===== config.mk =====
export PLATFORM = sky130hd
export DESIGN_NAME = pfpe_front
export DESIGN_NICKNAME = d
export VERILOG_FILES = /design/src/rtl/pfpe_pkg.sv /design/src/rtl/pfpe_front.sv
export SDC_FILE = /design/constraint.sdc
export NUM_CORES = 1
export LEC_CHECK = 0
export BUFFER_PORTS_ARGS = -buffer_cell sky130_fd_sc_hd__buf_2
export CAP_MARGIN = 10
export CELL_PAD_IN_SITES_DETAIL_PLACEMENT = 1
export CELL_PAD_IN_SITES_GLOBAL_PLACEMENT = 1
export CORE_ASPECT_RATIO = 0.9
export CORE_MARGIN = 10
export CORE_UTILIZATION = 28
export DETAILED_ROUTE_END_ITERATION = 12
export GPL_ROUTABILITY_DRIVEN = 0
export PLACE_DENSITY_LB_ADDON = 0.1
export SETUP_SLACK_MARGIN = 0.2
export SLEW_MARGIN = 15
export SYNTH_ARGS = -nofsm -noshare
export SYNTH_HDL_FRONTEND = slang
export SYNTH_SLANG_ARGS = --single-unit

===== constraint.sdc =====
create_clock -name vclk -period 3.95
set_clock_uncertainty 0.05 [all_clocks]
set_input_delay 0 -clock vclk [all_inputs]
set_output_delay 0 -clock vclk [all_outputs]
set_load 0.02 [all_outputs]

===== src/rtl/pfpe_pkg.sv =====
package pfpe_pkg;

  localparam int SCREEN_WIDTH = 128;
  localparam int SCREEN_PAGES = 8;

  localparam int SCREEN_ROWS = SCREEN_PAGES * 8;
  localparam int STORE_BYTES = SCREEN_WIDTH * SCREEN_PAGES;

  localparam int COL_W  = $clog2(SCREEN_WIDTH);
  localparam int PAGE_W = (SCREEN_PAGES > 1) ? $clog2(SCREEN_PAGES) : 1;
  localparam int ROW_W  = $clog2(SCREEN_ROWS);
  localparam int ADDR_W = $clog2(STORE_BYTES);
  localparam int CMP_W  = 10;

  localparam int QUEUE_DEPTH = 2;
  localparam int QPTR_W      = $clog2(QUEUE_DEPTH);
  localparam int QCNT_W      = $clog2(QUEUE_DEPTH + 1);

  localparam logic [1:0] CMD_POINT = 2'd0;
  localparam logic [1:0] CMD_FILL  = 2'd1;
  localparam logic [1:0] CMD_CLEAR = 2'd2;
  localparam logic [1:0] CMD_READ  = 2'd3;

  localparam logic [1:0] JOB_SKIP  = 2'd0;
  localparam logic [1:0] JOB_FILL  = 2'd1;
  localparam logic [1:0] JOB_CLEAR = 2'd2;
  localparam logic [1:0] JOB_READ  = 2'd3;

  typedef struct packed {
    logic [1:0] cmd;
    logic [7:0] x_start;
    logic [7:0] y_start;
    logic [7:0] x_end;
    logic [7:0] y_end;
    logic       dot;
    logic [2:0] page_index;
  } pfpe_in_t;

  typedef struct packed {
    logic [7:0] read_data;
    logic       in_range;
  } pfpe_out_t;

  typedef struct packed {
    logic [1:0]        op;
    logic [COL_W-1:0]  col_lo;
    logic [COL_W-1:0]  col_hi;
    logic [PAGE_W-1:0] page_lo;
    logic [PAGE_W-1:0] page_hi;
    logic [ROW_W-1:0]  row_lo;
    logic [ROW_W-1:0]  row_hi;
    logic              dot;
    logic              hit;
  } pfpe_job_t;

  function automatic logic [ADDR_W-1:0] byte_addr(input logic [COL_W-1:0] col,
                                                  input logic [PAGE_W-1:0] page);
    logic [ADDR_W+1:0] a;
    a = (ADDR_W+2)'(col) * (ADDR_W+2)'(SCREEN_PAGES) + (ADDR_W+2)'(page);
    return a[ADDR_W-1:0];
  endfunction

  function automatic logic [7:0] page_mask(input logic [PAGE_W-1:0] page,
                                           input logic [ROW_W-1:0]  row_lo,
                                           input logic [ROW_W-1:0]  row_hi);
    logic [7:0]       m;
    logic [CMP_W-1:0] r;
    m = 8'h00;
    for (int n = 0; n < 8; n++) begin
      r = (CMP_W'(page) << 3) + CMP_W'(n);
      m[n] = (r >= CMP_W'(row_lo)) && (r <= CMP_W'(row_hi));
    end
    return m;
  endfunction

endpackage


===== src/rtl/pfpe_front.sv =====
module pfpe_front
  import pfpe_pkg::*;
(
  input  logic      in_valid,
  input  pfpe_in_t  in_data,
  input  logic      q_full,
  input  logic      init_busy,
  output logic      in_stall,
  output logic      q_push,
  output pfpe_job_t q_job
);

  logic             x_on;
  logic             y_on;
  logic             pg_on;
  logic [CMP_W-1:0] x2c;
  logic [CMP_W-1:0] y2c;

  assign in_stall = q_full || init_busy;
  assign q_push   = in_valid && !in_stall;

  always_comb begin
    x_on  = CMP_W'(in_data.x_start) < CMP_W'(SCREEN_WIDTH);
    y_on  = CMP_W'(in_data.y_start) < CMP_W'(SCREEN_ROWS);
    pg_on = CMP_W'(in_data.page_index) < CMP_W'(SCREEN_PAGES);
    x2c   = (CMP_W'(in_data.x_end) > CMP_W'(SCREEN_WIDTH - 1)) ?
            CMP_W'(SCREEN_WIDTH - 1) : CMP_W'(in_data.x_end);
    y2c   = (CMP_W'(in_data.y_end) > CMP_W'(SCREEN_ROWS - 1)) ?
            CMP_W'(SCREEN_ROWS - 1) : CMP_W'(in_data.y_end);

    q_job     = '0;
    q_job.op  = JOB_SKIP;
    q_job.dot = in_data.dot;

    unique case (in_data.cmd)
      CMD_POINT: begin
        if (x_on && y_on) begin
          q_job.op      = JOB_FILL;
          q_job.col_lo  = COL_W'(in_data.x_start);
          q_job.col_hi  = COL_W'(in_data.x_start);
          q_job.row_lo  = ROW_W'(in_data.y_start);
          q_job.row_hi  = ROW_W'(in_data.y_start);
          q_job.page_lo = PAGE_W'(in_data.y_start >> 3);
          q_job.page_hi = PAGE_W'(in_data.y_start >> 3);
          q_job.hit     = 1'b1;
        end
      end
      CMD_FILL: begin
        if ((CMP_W'(in_data.x_start) <= x2c) && (CMP_W'(in_data.y_start) <= y2c)) begin
          q_job.op      = JOB_FILL;
          q_job.col_lo  = COL_W'(in_data.x_start);
          q_job.col_hi  = COL_W'(x2c);
          q_job.row_lo  = ROW_W'(in_data.y_start);
          q_job.row_hi  = ROW_W'(y2c);
          q_job.page_lo = PAGE_W'(in_data.y_start >> 3);
          q_job.page_hi = PAGE_W'(y2c >> 3);
        end
      end
      CMD_CLEAR: begin
        q_job.op = JOB_CLEAR;
      end
      CMD_READ: begin
        if (x_on && pg_on) begin
          q_job.op      = JOB_READ;
          q_job.col_lo  = COL_W'(in_data.x_start);
          q_job.page_lo = PAGE_W'(in_data.page_index);
          q_job.hit     = 1'b1;
        end
      end
      default: begin
        q_job.op = JOB_SKIP;
      end
    endcase
  end

endmodule


**Word-level counts from Yosys, hierarchy flattened**

Cells that the tools add are included.
Widths: inputs -> output; s select.

- Register bits: 0
- Input port bits: 41
- Output and inout bits: 38
- Word-level logic and storage cells: 29

- Mux-type cells: 14
- $lt $le $gt $ge: 6
- Equal/unequal tests: 3
- Reductions and logical operators: 6

Operators with widths:

| cell | count |
|---|---|
| $mux 33 | 2 |
| $pmux 15 s2 | 1 |
| $pmux 7 s3 | 1 |
| $le 8x8->1 | 2 |
| $mux 8 | 2 |
| $pmux 7 s2 | 1 |
| $mux 9 | 1 |
| $pmux 3 s3 | 1 |
| $gt 8x6->1 const B | 1 |
| $gt 8x7->1 const B | 1 |
| $lt 8x7->1 const B | 1 |
| $lt 8x8->1 const B | 1 |
| $pmux 2 s4 | 1 |
| $eq 2x2->1 const B | 2 |
| $logic_and 1x1->1 | 3 |
| $mux 3 | 1 |
| $eq 2x1->1 const B | 1 |
| $logic_not 2->1 | 1 |
| $mux 1 | 2 |
| $pmux 1 s2 | 1 |
| $logic_not 1->1 | 1 |
| $logic_or 1x1->1 | 1 |

**Logic depth before layout (Yosys ltp)**

- Word-level depth: 6
- Mapped depth: 12
- Gate-level depth less buffers: 9

**Least setup slack after synthesis**

No wires, ideal clock.

- Path type: input to output
- Start: input in_data[10] in the netlist's numbering
- End: output q_job[14] in the netlist's numbering
- Slack: 1.727 ns
- Stages: 11
- Buffers on the path: 3
- Data required time: 3.900 ns
- Data arrival time: 2.173 ns
- Cells stage by stage: or2_2 -> clkbuf_1 -> nor2_1 -> ha_1 -> a211oi_1 -> nor2_1 -> and4bb_2 -> o2bb2ai_2 -> buf_2 -> o21ai_1 -> buf_4

RTL lines:

| what | RTL line | text |
|---|---|---|
| start, declared | pfpe_front.sv:5 | `input pfpe_in_t in_data,` |
| end, declared | pfpe_front.sv:10 | `output pfpe_job_t q_job` |

==> impl_results.md <==
* GRT overflow at 0
* DIE HEIGHT at 74.81 um
* Placement Rows at 19
* Setup bufs post-CTS at 0
* Post-DR vias/cell at around 5.0
* Pint at around 0.074 mW
* CTS resizes at 0
* Max Clock Freq at approximately 400 MHz
* Clk pwr share at 0
* Core Region at 3138 um2
* DRC viols at 0
* Leakage power figure at 0.7437 nW
* Sequential area share after synthesis at 0
* Drt pass-1 iters at 4
* First-pass GRT wire length at around 6.6 mm
* Final Hold Viols at 0
* PnR Total Power at roughly 0.2 mW
* Antenna-violating nets left at 0
* Initial DRC count at 41
* Worst Path Arrival at about 2.5 ns
* Pin count of the biggest net entering global routing at 17
* Sw Pwr at ~0.12 mW
* Seq pwr share at 0
* Hold path cells at 4
* Fin nets at around 270
* Yosys warnings at 0
* Area Overhead vs Synth at 42.84%
* Final setup viols at 0
* Sequential Area at 0 um2
* Fin crit period at approximately 2.5 ns
* Max cap viols at 0
* Hold Path Class: in2out
* Die ar. at 6052 um2
* Crit start category: primary input
* Antenna violations before repair at 0
* Most used cell, CP: buf_2
* Outcome: finished clean
* Routed vias at roughly 1300
* Avg Inst Size Synth at between 6 and 7 um2
* Rel. slew slack at 0.5291
* HPWL after DPL at 3.590 mm
* I/O Pins at between 70 and 80
* Crit path capture type: output port
* Cell breakdown of the critical path: buf_2, or2_2, nor2_1, ha_1, and4_1, nand4_1, o31ai_1, o2bb2ai_2, buf_4, o22ai_1, buf_2
* Worst Tran Pin Value at a little over 0.7 ns
* Starting density of the core at 0.2978
* Vias in the first global route at 1416
* VDD IR max at slightly below 0.00006 V
* PD cells at 148.6 nW/um2
* CP Max Fanout at 16
* WL/cell at 15.96 um
* Layout cells sized above 1 at 0.4238
* CP max-delay cell: o2bb2ai_2
* Pins Over Slew Limit at 0
* Largest stage delay, worst path at between 0.5 and 0.6 ns
* Setup TNS at 0 ns
* Logic pwr share at 1.000
* CP Class: in2out
* Synth unique cells at 35
* Seq cells at 0
* Sw frac at 0.6279
* Post-Syn Area at ~930 um2
* Die width at 80.90 um
* Final core occ at 0.4254
* GRT Overall Usage at 0.1283
* Number of clock buffers in the layout at 0
* Number of inserted diodes at 0
* IO buf count at between 70 and 80
* CP required at between 3 and 4 ns
* Final period util at 0.6350
* Final WL at about 4 mm
* Post-Syn Instances at between 100 and 150
* RSZ-0062 raised after global routing: false
logic make-up after synthesis:
family,synth area share
AO/OA/AOI/OAI,0.3467
buffers and inverters,0.1071
AND/OR/NAND/NOR,0.2744
other,0.004012
adder cells (fa/ha/maj),0.2677
cell type report:
cell class | count | area [um2]
fillers | 457 | 1803
multi-input cells | 122 | 842.1
inverters | 8 | 30.03
repair buffers | 80 | 410.4
well taps | 42 | 52.55
final timing paths:
kind,startpoint,to,slack (ns)
hold / removal,in_valid,q_push,0.27
setup / recovery,in_data[10],q_job[2],1.44
cells in the final DEF, fill, tap and decap left out, types with 2 or more instances in the layout:
| cell | n |
|---|---|
| buf_4 | 2 |
| o21ai_0 | 3 |
| nand2_1 | 13 |
| nand2b_1 | 6 |
| conb_1 | 3 |
| o21ai_1 | 11 |
| a21boi_1 | 5 |
| nor2b_1 | 3 |
| nand4_1 | 2 |
| a21oi_1 | 16 |
| ha_1 | 20 |
| o22ai_1 | 2 |
| nor2_1 | 17 |
| or2_2 | 2 |
| buf_2 | 77 |
| inv_1 | 8 |
| a211oi_2 | 4 |
power by group through the flow:
stage	logic (mW)	clock network (mW)	registers [mW]
2_1_floorplan	0.130	0	0
3_3_place_gp	0.194	0	0
3_5_place_dp	0.201	0	0
4_1_cts	0.203	0	0
5_1_grt	0.221	0	0
6_report	0.198	0	0
Yosys cell counts (4+ instances only):
library cell	n	share of area
ha_1	20	0.27
a21boi_1	5	0.040
nand2_1	13	0.052
inv_1	8	0.032
nand2b_1	6	0.040
buf_4	4	0.032
nor2_1	17	0.068
a21oi_1	16	0.086
a211oi_2	4	0.054
o21ai_1	11	0.059
metal layers:
layer | wire [um] | track usage | vias to the layer above
li1 | - | - | 637
met1 | 1713 | 0.1477 | 582
met2 | 1964 | 0.2438 | 44
met3 | 344 | 0.03571 | 0
met4 | 0 | 0 | 0
met5 | 0 | 0 | -
through the flow:
step                std cells  area [um2]  hold slack, ns  setup slack [ns]
floorplan                 142       942.2         0.06259             1.727
CTS                       252        1335          0.2702             1.384
global placement          251        1325        -0.04976             1.526
global route              252        1335          0.2936             1.232
detailed placement        251        1325        -0.04976             1.388
finish                    252        1335          0.2679             1.442
critical path: cells and delay by family:
family / cells / cell delay, ns
buffers and inverters: 3 / 0.62
AOI/OAI and AO/OA: 3 / 0.76
adders and majority gates: 1 / 0.26
and+or+nand+nor: 4 / 0.82
what timing repair did:
action | in CTS | in global routing
hold buffers | 1 | 0
hold endpoints to repair | 1 | 0
endpoints found under the setup margin | 0 | 0
Note: power is estimated with default switching activity, not from simulation.
