===== src/rtl/pfpe_pkg.sv =====
package pfpe_pkg;

  localparam int SCREEN_WIDTH = 128;
  localparam int SCREEN_PAGES = 8;

  localparam int SCREEN_ROWS = SCREEN_PAGES * 8;
  localparam int STORE_BYTES = SCREEN_WIDTH * SCREEN_PAGES;

  localparam int COL_W  = $clog2(SCREEN_WIDTH);
  localparam int PAGE_W = (SCREEN_PAGES > 1) ? $clog2(SCREEN_PAGES) : 1;
  localparam int ROW_W  = $clog2(SCREEN_ROWS);
  localparam int ADDR_W = $clog2(STORE_BYTES);
  localparam int CMP_W  = 10;

  localparam int QUEUE_DEPTH = 2;
  localparam int QPTR_W      = $clog2(QUEUE_DEPTH);
  localparam int QCNT_W      = $clog2(QUEUE_DEPTH + 1);

  localparam logic [1:0] CMD_POINT = 2'd0;
  localparam logic [1:0] CMD_FILL  = 2'd1;
  localparam logic [1:0] CMD_CLEAR = 2'd2;
  localparam logic [1:0] CMD_READ  = 2'd3;

  localparam logic [1:0] JOB_SKIP  = 2'd0;
  localparam logic [1:0] JOB_FILL  = 2'd1;
  localparam logic [1:0] JOB_CLEAR = 2'd2;
  localparam logic [1:0] JOB_READ  = 2'd3;

  typedef struct packed {
    logic [1:0] cmd;
    logic [7:0] x_start;
    logic [7:0] y_start;
    logic [7:0] x_end;
    logic [7:0] y_end;
    logic       dot;
    logic [2:0] page_index;
  } pfpe_in_t;

  typedef struct packed {
    logic [7:0] read_data;
    logic       in_range;
  } pfpe_out_t;

  typedef struct packed {
    logic [1:0]        op;
    logic [COL_W-1:0]  col_lo;
    logic [COL_W-1:0]  col_hi;
    logic [PAGE_W-1:0] page_lo;
    logic [PAGE_W-1:0] page_hi;
    logic [ROW_W-1:0]  row_lo;
    logic [ROW_W-1:0]  row_hi;
    logic              dot;
    logic              hit;
  } pfpe_job_t;

  function automatic logic [ADDR_W-1:0] byte_addr(input logic [COL_W-1:0] col,
                                                  input logic [PAGE_W-1:0] page);
    logic [ADDR_W+1:0] a;
    a = (ADDR_W+2)'(col) * (ADDR_W+2)'(SCREEN_PAGES) + (ADDR_W+2)'(page);
    return a[ADDR_W-1:0];
  endfunction

  function automatic logic [7:0] page_mask(input logic [PAGE_W-1:0] page,
                                           input logic [ROW_W-1:0]  row_lo,
                                           input logic [ROW_W-1:0]  row_hi);
    logic [7:0]       m;
    logic [CMP_W-1:0] r;
    m = 8'h00;
    for (int n = 0; n < 8; n++) begin
      r = (CMP_W'(page) << 3) + CMP_W'(n);
      m[n] = (r >= CMP_W'(row_lo)) && (r <= CMP_W'(row_hi));
    end
    return m;
  endfunction

endpackage


===== src/rtl/pfpe_queue.sv =====
module pfpe_queue
  import pfpe_pkg::*;
(
  input  logic      clk,
  input  logic      rst_n,
  input  logic      push,
  input  pfpe_job_t push_job,
  output logic      full,
  input  logic      pop,
  output logic      head_valid,
  output pfpe_job_t head_job
);

  pfpe_job_t         slot_r [QUEUE_DEPTH];
  logic [QPTR_W-1:0] wr_ptr_r;
  logic [QPTR_W-1:0] wr_ptr_nxt;
  logic [QPTR_W-1:0] rd_ptr_r;
  logic [QPTR_W-1:0] rd_ptr_nxt;
  logic [QCNT_W-1:0] count_r;
  logic [QCNT_W-1:0] count_nxt;

  assign full       = count_r == QCNT_W'(QUEUE_DEPTH);
  assign head_valid = count_r != '0;
  assign head_job   = slot_r[rd_ptr_r];

  always_comb begin
    wr_ptr_nxt = wr_ptr_r;
    rd_ptr_nxt = rd_ptr_r;
    count_nxt  = count_r;
    if (push) begin
      wr_ptr_nxt = (wr_ptr_r == QPTR_W'(QUEUE_DEPTH - 1)) ? '0 : wr_ptr_r + QPTR_W'(1);
    end
    if (pop) begin
      rd_ptr_nxt = (rd_ptr_r == QPTR_W'(QUEUE_DEPTH - 1)) ? '0 : rd_ptr_r + QPTR_W'(1);
    end
    if (push && !pop) begin
      count_nxt = count_r + QCNT_W'(1);
    end else if (pop && !push) begin
      count_nxt = count_r - QCNT_W'(1);
    end
  end

  always_ff @(posedge clk) begin
    if (!rst_n) begin
      wr_ptr_r <= '0;
      rd_ptr_r <= '0;
      count_r  <= '0;
    end else begin
      wr_ptr_r <= wr_ptr_nxt;
      rd_ptr_r <= rd_ptr_nxt;
      count_r  <= count_nxt;
    end
  end

  always_ff @(posedge clk) begin
    if (push) begin
      slot_r[wr_ptr_r] <= push_job;
    end
  end

endmodule


===== config.mk =====
export PLATFORM = sky130hd
export DESIGN_NAME = pfpe_queue
export DESIGN_NICKNAME = d
export VERILOG_FILES = /design/src/rtl/pfpe_pkg.sv /design/src/rtl/pfpe_queue.sv
export SDC_FILE = /design/constraint.sdc
export NUM_CORES = 1
export LEC_CHECK = 0
export CAP_MARGIN = 0
export CORE_ASPECT_RATIO = 1.5
export CORE_MARGIN = 2
export CORE_UTILIZATION = 61
export CTS_BUF_LIST = sky130_fd_sc_hd__clkbuf_16
export DETAILED_ROUTE_END_ITERATION = 10
export DONT_BUFFER_PORTS = 1
export PLACE_DENSITY = 0.77
export SYNTH_ARGS = -nofsm -noshare
export SYNTH_HDL_FRONTEND = slang
export SYNTH_SLANG_ARGS = --single-unit

===== constraint.sdc =====
create_clock -name clk -period 2.7 [get_ports clk]
set_clock_uncertainty 0.05 [all_clocks]
set_input_delay 0.135 -clock clk [delete_from_list [all_inputs] [get_ports clk]]
set_output_delay 0.135 -clock clk [all_outputs]
set_load 0.005 [all_outputs]

# Word-level counts from Yosys, hierarchy flattened
# Memories as Yosys holds them, arrays and structs flattened. A register that Yosys moved wholly into a read port is not among the register bits.
# Cells that the tools add are included.
# op_classes
addsub	4
eq_ne	1
mux	8
n_reduce_logical	6
# ops
operator	n
two-way mux 1 bit	6
two-way mux 2 bit	2
nonzero test 2 bit	2
adder 1 bit, second input constant	2
adder 2 x 1 -> 2 bit, second input constant	1
== test 2 bit, second input constant	1
logical AND 1 bit	2
zero test 1 bit	2
subtractor 2 x 1 -> 2 bit, second input constant	1
# totals
regBits	4
ramBits	72
wordCells	23
n_memories	1
# memory_table
name	words	width	rd	rd_clocked_by_memory_dff	wr	line_no	source
slot_r	2	36	1	1	1	pfpe_queue.sv:14	pfpe_job_t slot_r [QUEUE_DEPTH];

# Depth between registers and ports, before layout
# Gate-level depths: netlist (run 1).
# depth
word_depth	4
mapped_depth	5

# Worst setup path after synthesis (run 1)
# No wires, ideal clock.
# synth_path
kind	register to register
from	reg wr_ptr_r
to	mem slot_r[0][0] in the netlist's numbering, enable pin
setup_time_ns	0.435
arrival_ns	1.951
required_time_ns	2.215
slack_ns	0.264
path_stages_with_launch	2
n_path_buf	0
synth_period_minus_slack_ns	2.436
cell_sequence	dfxtp_1 -> nor2b_1
# synth_rtl
item	line_no	source
start: declaration	pfpe_queue.sv:15	logic [QPTR_W-1:0] wr_ptr_r;
start signal: assignment	pfpe_queue.sv:49	wr_ptr_r <= wr_ptr_nxt;
end: declaration	pfpe_queue.sv:14	
# Straight into the memory's write port.

==> results of run 1 <==
sequential cells by signal, indices dropped and copies added (netlist names), named ones only:
signal / flops
wr_ptr_r: 1
slot_r: 72
rd_ptr_r: 1
count_r: 2
worst paths after layout:
kind / startpoint / to / slack, ps / cells after the start
worst min-delay path: push / count_r[1]$_SDFFE_PN0P_ / 160 / 3
worst min register to register: count_r[1]$_SDFFE_PN0P_ / count_r[1]$_SDFFE_PN0P_ / 470 / 2
worst max-delay path: flip-flop / head_job[24] / 870 / 1
worst max register to register: wr_ptr_r$_SDFFE_PN0P_ / slot_r[0][8]$_DFFE_PP_ / 1100 / 1
where the power goes:
part           switching, mW  internal [mW]  leakage (nW)
logic                 0.0829          0.112         0.363
registers             0.0383           1.38         0.718
clock network          0.404          0.890         0.169
total                  0.526           2.38          1.25
per-layer routing:
metal  wire length, um  share of wire (%)  global-route usage, %
met5                 0                  0                      0
met4               108                2.4                   11.3
met3               297                6.5                   7.43
met2              2620                 57                   32.2
met1              1560                 34                   17.0
layout by cell type (no fill, tap or decap):
| cell type | count |
|---|---|
| a21boi_1 | 1 |
| and2_1 | 3 |
| and2_2 | 1 |
| and2b_2 | 1 |
| bufinv_16 | 3 |
| clkbuf_16 | 9 |
| clkinv_1 | 1 |
| clkinv_2 | 1 |
| dfxtp_1 | 4 |
| dfxtp_2 | 1 |
| dlygate4sd3_1 | 39 |
| edfxtp_1 | 72 |
| ha_1 | 1 |
| inv_1 | 3 |
| mux2_2 | 36 |
| nor2b_1 | 1 |
| nor2b_4 | 1 |
| o21a_1 | 1 |
| o21ai_0 | 1 |
| or2_2 | 1 |
| or3_1 | 1 |
| xnor2_1 | 1 |
| xor2_1 | 2 |
area by class of cell:
class                   count  area [um2]  area share [%]
multi-input cells          52         532            14.8
repair buffers             39         390            10.9
clock inverters             7         106            2.97
clock buffers               9         225            6.29
well taps                  48        60.1            1.68
inverters                   1        3.75           0.105
flip-flops and latches     77        2260            63.2
cell usage after synthesis:
cell       n  area (um2)
a21boi_1   1        7.51
and2_1     4        25.0
and2b_2    1        8.76
buf_2      1        5.00
buf_6      3        33.8
dfxtp_1    5         100
edfxtp_1  72        2160
ha_1       1        12.5
inv_1      1        3.75
mux2_2    36         405
nor2b_1    2        12.5
o21a_1     1        7.51
o21ai_0    1        5.00
or2_2      1        6.26
or3_1      1        6.26
xnor2_1    1        8.76
xor2_1     2        17.5
cell families after synthesis:
kind of cell / Yosys count / share of synthesized area (%)
simple gates: 9 / 2.08
fa+ha+maj: 1 / 0.442
xor+xnor: 3 / 0.929
compound gates: 3 / 0.708
mux: 36 / 14.3
flops: 77 / 80.0
buf+inv: 5 / 1.50
stage by stage:
stage	hold slack (ps)	setup slack, ps	utilization [%]
floorplan	184	264	-
global placement	184	1150	63.5
detailed placement	184	1090	63.5
CTS	148	839	79.5
global route	175	767	79.5
finish	155	871	79.5
==> qor.csv, run 1 <==
metric;value;unit
fill_cells;257;
drt_iter0_drc;44;
stdcell_count;233;
power.leakage;1.25;nW
hold_violations;0;
synth_seq_cells;77;
drc;0;
fmax;0.547;GHz
cts_buffer_depth;2;
setup-tns-final;0;ps
firstDrtPassIters;5;
syn_nets;175;
io_pins;78;
vdd_drop_max;0.000632;V
portBuffers;0;
critPathKind;flip-flop to output pin;
grt_pass1_wl;6.62;mm
crit_fanout;36;
fin_nets;221;
slowest_delay;870;ps
antennaDiodeCount;0;
period_share;67.7;%
die_height;87.4;um
vias;1336;
syn_avg_cell_area;21.1;um2
clk_pin_slew;50;ps
clock-root-buffer;clkbuf_16;
syn_to_final_growth;26.6;%
clkLatencyLatePin;320;ps
maxSlewViolCount;0;
drtAntennaViolNets;0;
netlist_instances;134;
cts_tree;yes;
hold_buffers;39;
postLayoutCellArea;3580;um2
critPathTopFamily;flip-flops;
layout_min_cycle_time;1830;ps
cts_num_sinks;77;
critPathArrivalTime;1640;ps
dp_cells;178;
required;2520;ps
pwr_density_cell;812;nW/um2
start_kind;flip-flop;
htree_levels;3;
total_power;2.91;mW
outcome;finished clean;
grt_overflow;0;
initial_core_util;62.8;%
yosys_warnings;0;
post_cts_buffers;0;
numCtsBuffers;9;
grt_pass1_vias;1462;
min_path_type;input port to flip-flop;
totalWireLength;4.58;mm
critPathBufInv;0;
ctsResizeCount;0;
drive_gt1_share;29.2;%
dieArea;5210;um2
cp_slowest_cell;dfxtp_2;
setup_violations;0;
slew_headroom;29.5;%
tightest_slew;1050;ps
synth_cell_types;17;
grt_max_degree;38;
syn-cell-area;2830;um2
rsz0062_at_grt;false;
routabilityCongestion;0.638;
rows;30;
grt_antenna_before_repair;0;
design.core.area;4500;um2
seq_area_frac_synth;80.0;%
avgViaCountPerCell;5.73;
die_width;59.6;um
cap_violations;0;
endpoint_kind;output pin;
worstPathCellList;mux2_2;
routedWlPerCell;19.7;um
placed_area;2860;um2
grt_usage;18.4;%
Power figures use the tool's default switching activity.
==> inputs of run 2 (changes only) <==
Settings changed: CORE_UTILIZATION 61 to 55, PLACE_DENSITY 0.77 to 0.73.
Clock period 2.7 ns to 1.6 ns, I/O delays scaled along.
==> run 2 against run 1 <==
Against the previous run: via count is 0.60% higher; sequential cell count stayed put; critical path type unchanged; wire length is 1.7% higher; worst hold slack worse by 35 ps; critical endpoint is now head_job[4]; core utilization is 7.4 points lower; register-to-register slack worse by 700 ps; setup slack worse by 710 ps; global-route usage is 0.33 points lower; sequential share of layout area is 1.0 points lower; combinational power is 96% higher; power is 63% higher.
==> qor.csv, run 2 (synthesis results as in run 1) <==
metric;value;unit;change
outcome;finished clean;;
fmax;0.695;GHz;
largest_reg_flops;72;;unchanged
routedWlPerCell;18.0;um;-8.5%
hold_buffers;39;;unchanged
grt_antenna_before_repair;0;;unchanged
htree_levels;3;;unchanged
total_power;4.75;mW;+63%
crit_fanout;21;;-42%
intPower;3.87;mW;+63%
setup_violations;0;;unchanged
placed_area;2940;um2;+2.9%
portBuffers;0;;unchanged
grt_overflow;0;;unchanged
numCtsBuffers;9;;unchanged
dpl_worst_slack;409;ps;-676 ps
top_register;slot_r;;
post_cts_buffers;0;;unchanged
avgViaCountPerCell;5.19;;-9.5%
drt_iter0_drc;33;;-25%
vdd_drop_max;0.00112;V;+78%
p_comb_share;8.1;%;+1.4 points
cts_num_sinks;77;;unchanged
cts_buffer_depth;2;;unchanged
grt_max_degree;22;;-42%
initial_core_util;56.1;%;-6.7 points
setup-tns-final;0;ps;unchanged
clock-root-buffer;clkbuf_16;;
vias;1344;;+0.60%
final_common_cell;edfxtp_1;;
grtUsageMet1;17.1;%;+0.096 points
rsz0062_at_grt;false;;
seqPwrFrac;49.7;%;+0.9 points
slew_headroom;82.0;%;+52 points
power.leakage;1.27;nW;+1.4%
grt_pass1_vias;1502;;+2.7%
postLayoutCellArea;3640;um2;+1.6%
busiest_layer;met2;;
dp_hpwl;2.93;mm;
cap_violations;0;;unchanged
critPathArrivalTime;1310;ps;-330 ps
fin_nets;227;;+2.7%
grt_util_met3;6.99;%;-0.44 points
dieArea;5740;um2;+10%
grt_usage;18.0;%;-0.33 points
layout_common_cells;72 x edfxtp_1, 39 x dlygate4sd3_1, 36 x mux2_2;;
syn_to_final_growth;28.7;%;
design.core.area;5040;um2;+12%
critPathKind;flip-flop to output pin;;
swShare;18.5;%;+0.43 points
rows;32;;+6.7%
maxSlewViolCount;0;;unchanged
endpoint_kind;output pin;;
pwr_density_cell;1310;nW/um2;+61%
post-route-util;72.1;%;-7.4 points
die_width;62.5;um;+5.0%
drc;0;;unchanged
clockPowerShare;42.3;%;-2.2 points
tightest_slew;270;ps;-785 ps
clkLatencyLatePin;320;ps;about the same
io_pins;78;;unchanged
hold_violations;0;;unchanged
ctsResizeCount;0;;unchanged
grt_pass1_wl;7.42;mm;+12%
routabilityCongestion;0.631;;-1.0%
stdcell_count;259;;+11%
firstDrtPassIters;4;;-1
drive_gt1_share;30.9;%;+1.7 points
period_share;89.9;%;
layout_min_cycle_time;1440;ps;
power_switching;880;uW;+67%
reg_top3;slot_r (72), count_r (2);;
min_path_type;input port to flip-flop;;
clk_pin_slew;50;ps;about the same
die_height;91.8;um;+5.1%
required;1470;ps;-1050 ps
start_kind;flip-flop;;
dp_cells;204;;+15%
setup_ws;161;ps;-710 ps
met2_usage;33.4;%;+1.3 points
cts_tree;yes;;
antennaDiodeCount;0;;unchanged
drtAntennaViolNets;0;;unchanged
totalWireLength;4.66;mm;+1.7%
hold_ws;120;ps;-35.3 ps
[run 2: cell types whose count changed in the layout (fill, tap and decap cells not counted)]
cell | previous run | this run
buf_4 | 0 | 5
buf_12 | 0 | 1
bufinv_16 | 3 | 2
clkinv_1 | 1 | 2
clkinv_2 | 1 | 0
clkinvlp_4 | 0 | 1
[run 2: final cells by class]
class,instances,area (um2)
sequential,77,2260
fill,345,1410
multi-input combinational,52,532
timing repair buffer,45,448
clock buffer,9,225
tap,68,85.1
clock inverter,7,82.6
inverter,1,3.75
[run 2: worst max-delay path, cell delays in order, from the launching register on]
cell	delay, ps
dfxtp_2	320
buf_4	270
mux2_2	400
[run 2: worst paths after layout]
| check | slack [ps] | start | end | cells past startpoint |
|---|---|---|---|---|
| worst min register to register | 470 | count_r[1]$_SDFFE_PN0P_ | count_r[1]$_SDFFE_PN0P_ | 2 |
| worst min-delay path | 120 | push | count_r[1]$_SDFFE_PN0P_ | 3 |
| worst max register to register | 400 | wr_ptr_r$_SDFFE_PN0P_ | slot_r[1][27]$_DFFE_PP_ | 2 |
| worst max-delay path | 160 | flip-flop | head_job[4] | 2 |
[run 2: power groups by stage]
stage | logic [mW] | registers [mW] | clock network, mW
6_report | 0.383 | 2.36 | 2.01
3_3_place_gp | 0.285 | 2.39 | 0
2_1_floorplan | 0.244 | 2.39 | 0
4_1_cts | 0.386 | 2.36 | 2.05
3_5_place_dp | 0.295 | 2.40 | 0
5_1_grt | 0.414 | 2.37 | 2.13
[run 2: routing by layer]
layer  part of all wire [%]  wire, um
met1                     33      1550
met2                     59      2770
met3                    5.6       262
met4                    1.7        78
met5                      0         0
==> inputs of run 3 (changes only) <==
Settings changed: MAX_ROUTING_LAYER from default to met4.
==> run 3 against run 2 <==
Against the previous run: sequential cell count is the same; cell area is the same; clock-buffer cell count is the same; sequential power is essentially flat; global-route usage grew 0.60 points; die area is the same; largest cell class unchanged; largest power group unchanged.
==> qor.csv, run 3 (synthesis results as in run 1) <==
metric;value;unit;change
numCtsBuffers;9;;unchanged
drtAntennaViolNets;0;;unchanged
fmax;0.693;GHz;-0.30%
timing.rr.end;slot_r[1][27]$_DFFE_PP_;;
period_share;90.2;%;+0.27 points
slew_headroom;82.0;%;about the same
endpoint_kind;output pin;;
dp_cells;204;;unchanged
ctsResizeCount;0;;unchanged
rsz0062_at_grt;false;;
top_register;slot_r;;
vdd_drop_max;0.00112;V;about the same
avgViaCountPerCell;5.12;;-1.3%
hold_buffers;39;;unchanged
io_pins;78;;unchanged
critPathKind;flip-flop to output pin;;
power.leakage;1.27;nW;unchanged
grt_overflow;0;;unchanged
rr_startpoint;wr_ptr_r$_SDFFE_PN0P_;;
syn_to_final_growth;28.7;%;unchanged
drt_iter0_drc;32;;-3.0%
dp_hpwl;2.93;mm;unchanged
outcome;finished clean;;
routabilityCongestion;0.637;;+0.81%
cap_violations;0;;unchanged
largest_reg_flops;72;;unchanged
setup-tns-final;0;ps;unchanged
die_height;91.8;um;unchanged
grt_pass1_wl;7.47;mm;+0.55%
fin_nets;227;;unchanged
drc;0;;unchanged
reg_top3;slot_r (72), count_r (2);;
crit_fanout;21;;unchanged
portBuffers;0;;unchanged
reg2reg_depth;2;;unchanged
initial_core_util;56.1;%;unchanged
critPathCapture;head_job[4];;
final_common_cell;edfxtp_1;;
cts_tree;yes;;
die_width;62.5;um;unchanged
multi_input_area;532;um2;unchanged
required;1470;ps;about the same
fill_cells;345;;unchanged
layout_common_cells;72 x edfxtp_1, 39 x dlygate4sd3_1, 36 x mux2_2;;
stdcell_count;259;;unchanged
grt_max_degree;22;;unchanged
totalWireLength;4.68;mm;+0.39%
rows;32;;unchanged
routedWlPerCell;18.1;um;+0.39%
drive_gt1_share;30.9;%;unchanged
cts_buffer_depth;2;;unchanged
setup_violations;0;;unchanged
total_power;4.75;mW;about the same
grt_usage;18.6;%;+0.60 points
hold_violations;0;;unchanged
seqCellArea;2260;um2;unchanged
vias;1327;;-1.3%
clock-root-buffer;clkbuf_16;;
post_cts_buffers;0;;unchanged
start_kind;flip-flop;;
critPathArrivalTime;1310;ps;about the same
clk_pin_slew;50;ps;about the same
min_path_type;input port to flip-flop;;
grt_antenna_before_repair;0;;unchanged
dieArea;5740;um2;unchanged
clkLatencyLatePin;320;ps;about the same
pwr_density_cell;1310;nW/um2;about the same
htree_levels;3;;unchanged
layout_min_cycle_time;1440;ps;+4.29 ps
design.core.area;5040;um2;unchanged
post-route-util;72.1;%;unchanged
tightest_slew;270;ps;+0.717 ps
maxSlewViolCount;0;;unchanged
cts_num_sinks;77;;unchanged
grt_pass1_vias;1494;;-0.53%
firstDrtPassIters;4;;unchanged
antennaDiodeCount;0;;unchanged
rrSetupSlack;390;ps;about the same
[run 3: cell counts in the layout (fill, tap and decap cells not counted)]
No cell type changed its count.
[run 3: final cells by class]
class | count | share of cell area [%]
Inverter | 1 | 0.103
Timing Repair Buffer | 45 | 12.3
Multi-Input combinational cell | 52 | 14.6
Clock inverter | 7 | 2.27
Tap cell | 68 | 2.34
Clock buffer | 9 | 6.19
Sequential cell | 77 | 62.2
[run 3: power breakdown]
part,switching (mW),internal (mW)
registers,0.0343,2.33
logic,0.177,0.206
clock network,0.671,1.34
[run 3: routing by layer]
layer	global-route usage, %	up-vias	routed length (um)
met3	5.15	7	233
met4	10.6	0	78
met5	-	-	0
li1	-	627	-
met2	33.4	47	2780
met1	17.7	646	1590
[run 3: metrics by stage]
stage	instance area (um2)	hold slack [ps]	setup WS (ps)
finish	3640	118	157
global route	3640	139	104
detailed placement	2940	129	409
CTS	3640	97.4	135
global placement	2940	129	437
floorplan	2840	129	252
[run 3: worst max-delay path, cell delays in order, from the launching register on]
cell and delay [ps]:
dfxtp_2 320, buf_4 270, mux2_2 400
[run 3: worst min-delay path by stage]
stage / startpoint / endpoint / slack [ps] / cells past startpoint
4_1_cts: push / count_r[1]$_SDFFE_PN0P_ / 100 / 3
5_1_grt: push / count_r[1]$_SDFFE_PN0P_ / 140 / 3
6_report: push / count_r[1]$_SDFFE_PN0P_ / 120 / 3
3_5_place_dp: push_job[30] / slot_r[0][30]$_DFFE_PP_ / 130 / 0
3_3_place_gp: push_job[12] / slot_r[0][12]$_DFFE_PP_ / 130 / 0
2_1_floorplan: push_job[0] / slot_r[0][0]$_DFFE_PP_ / 130 / 0
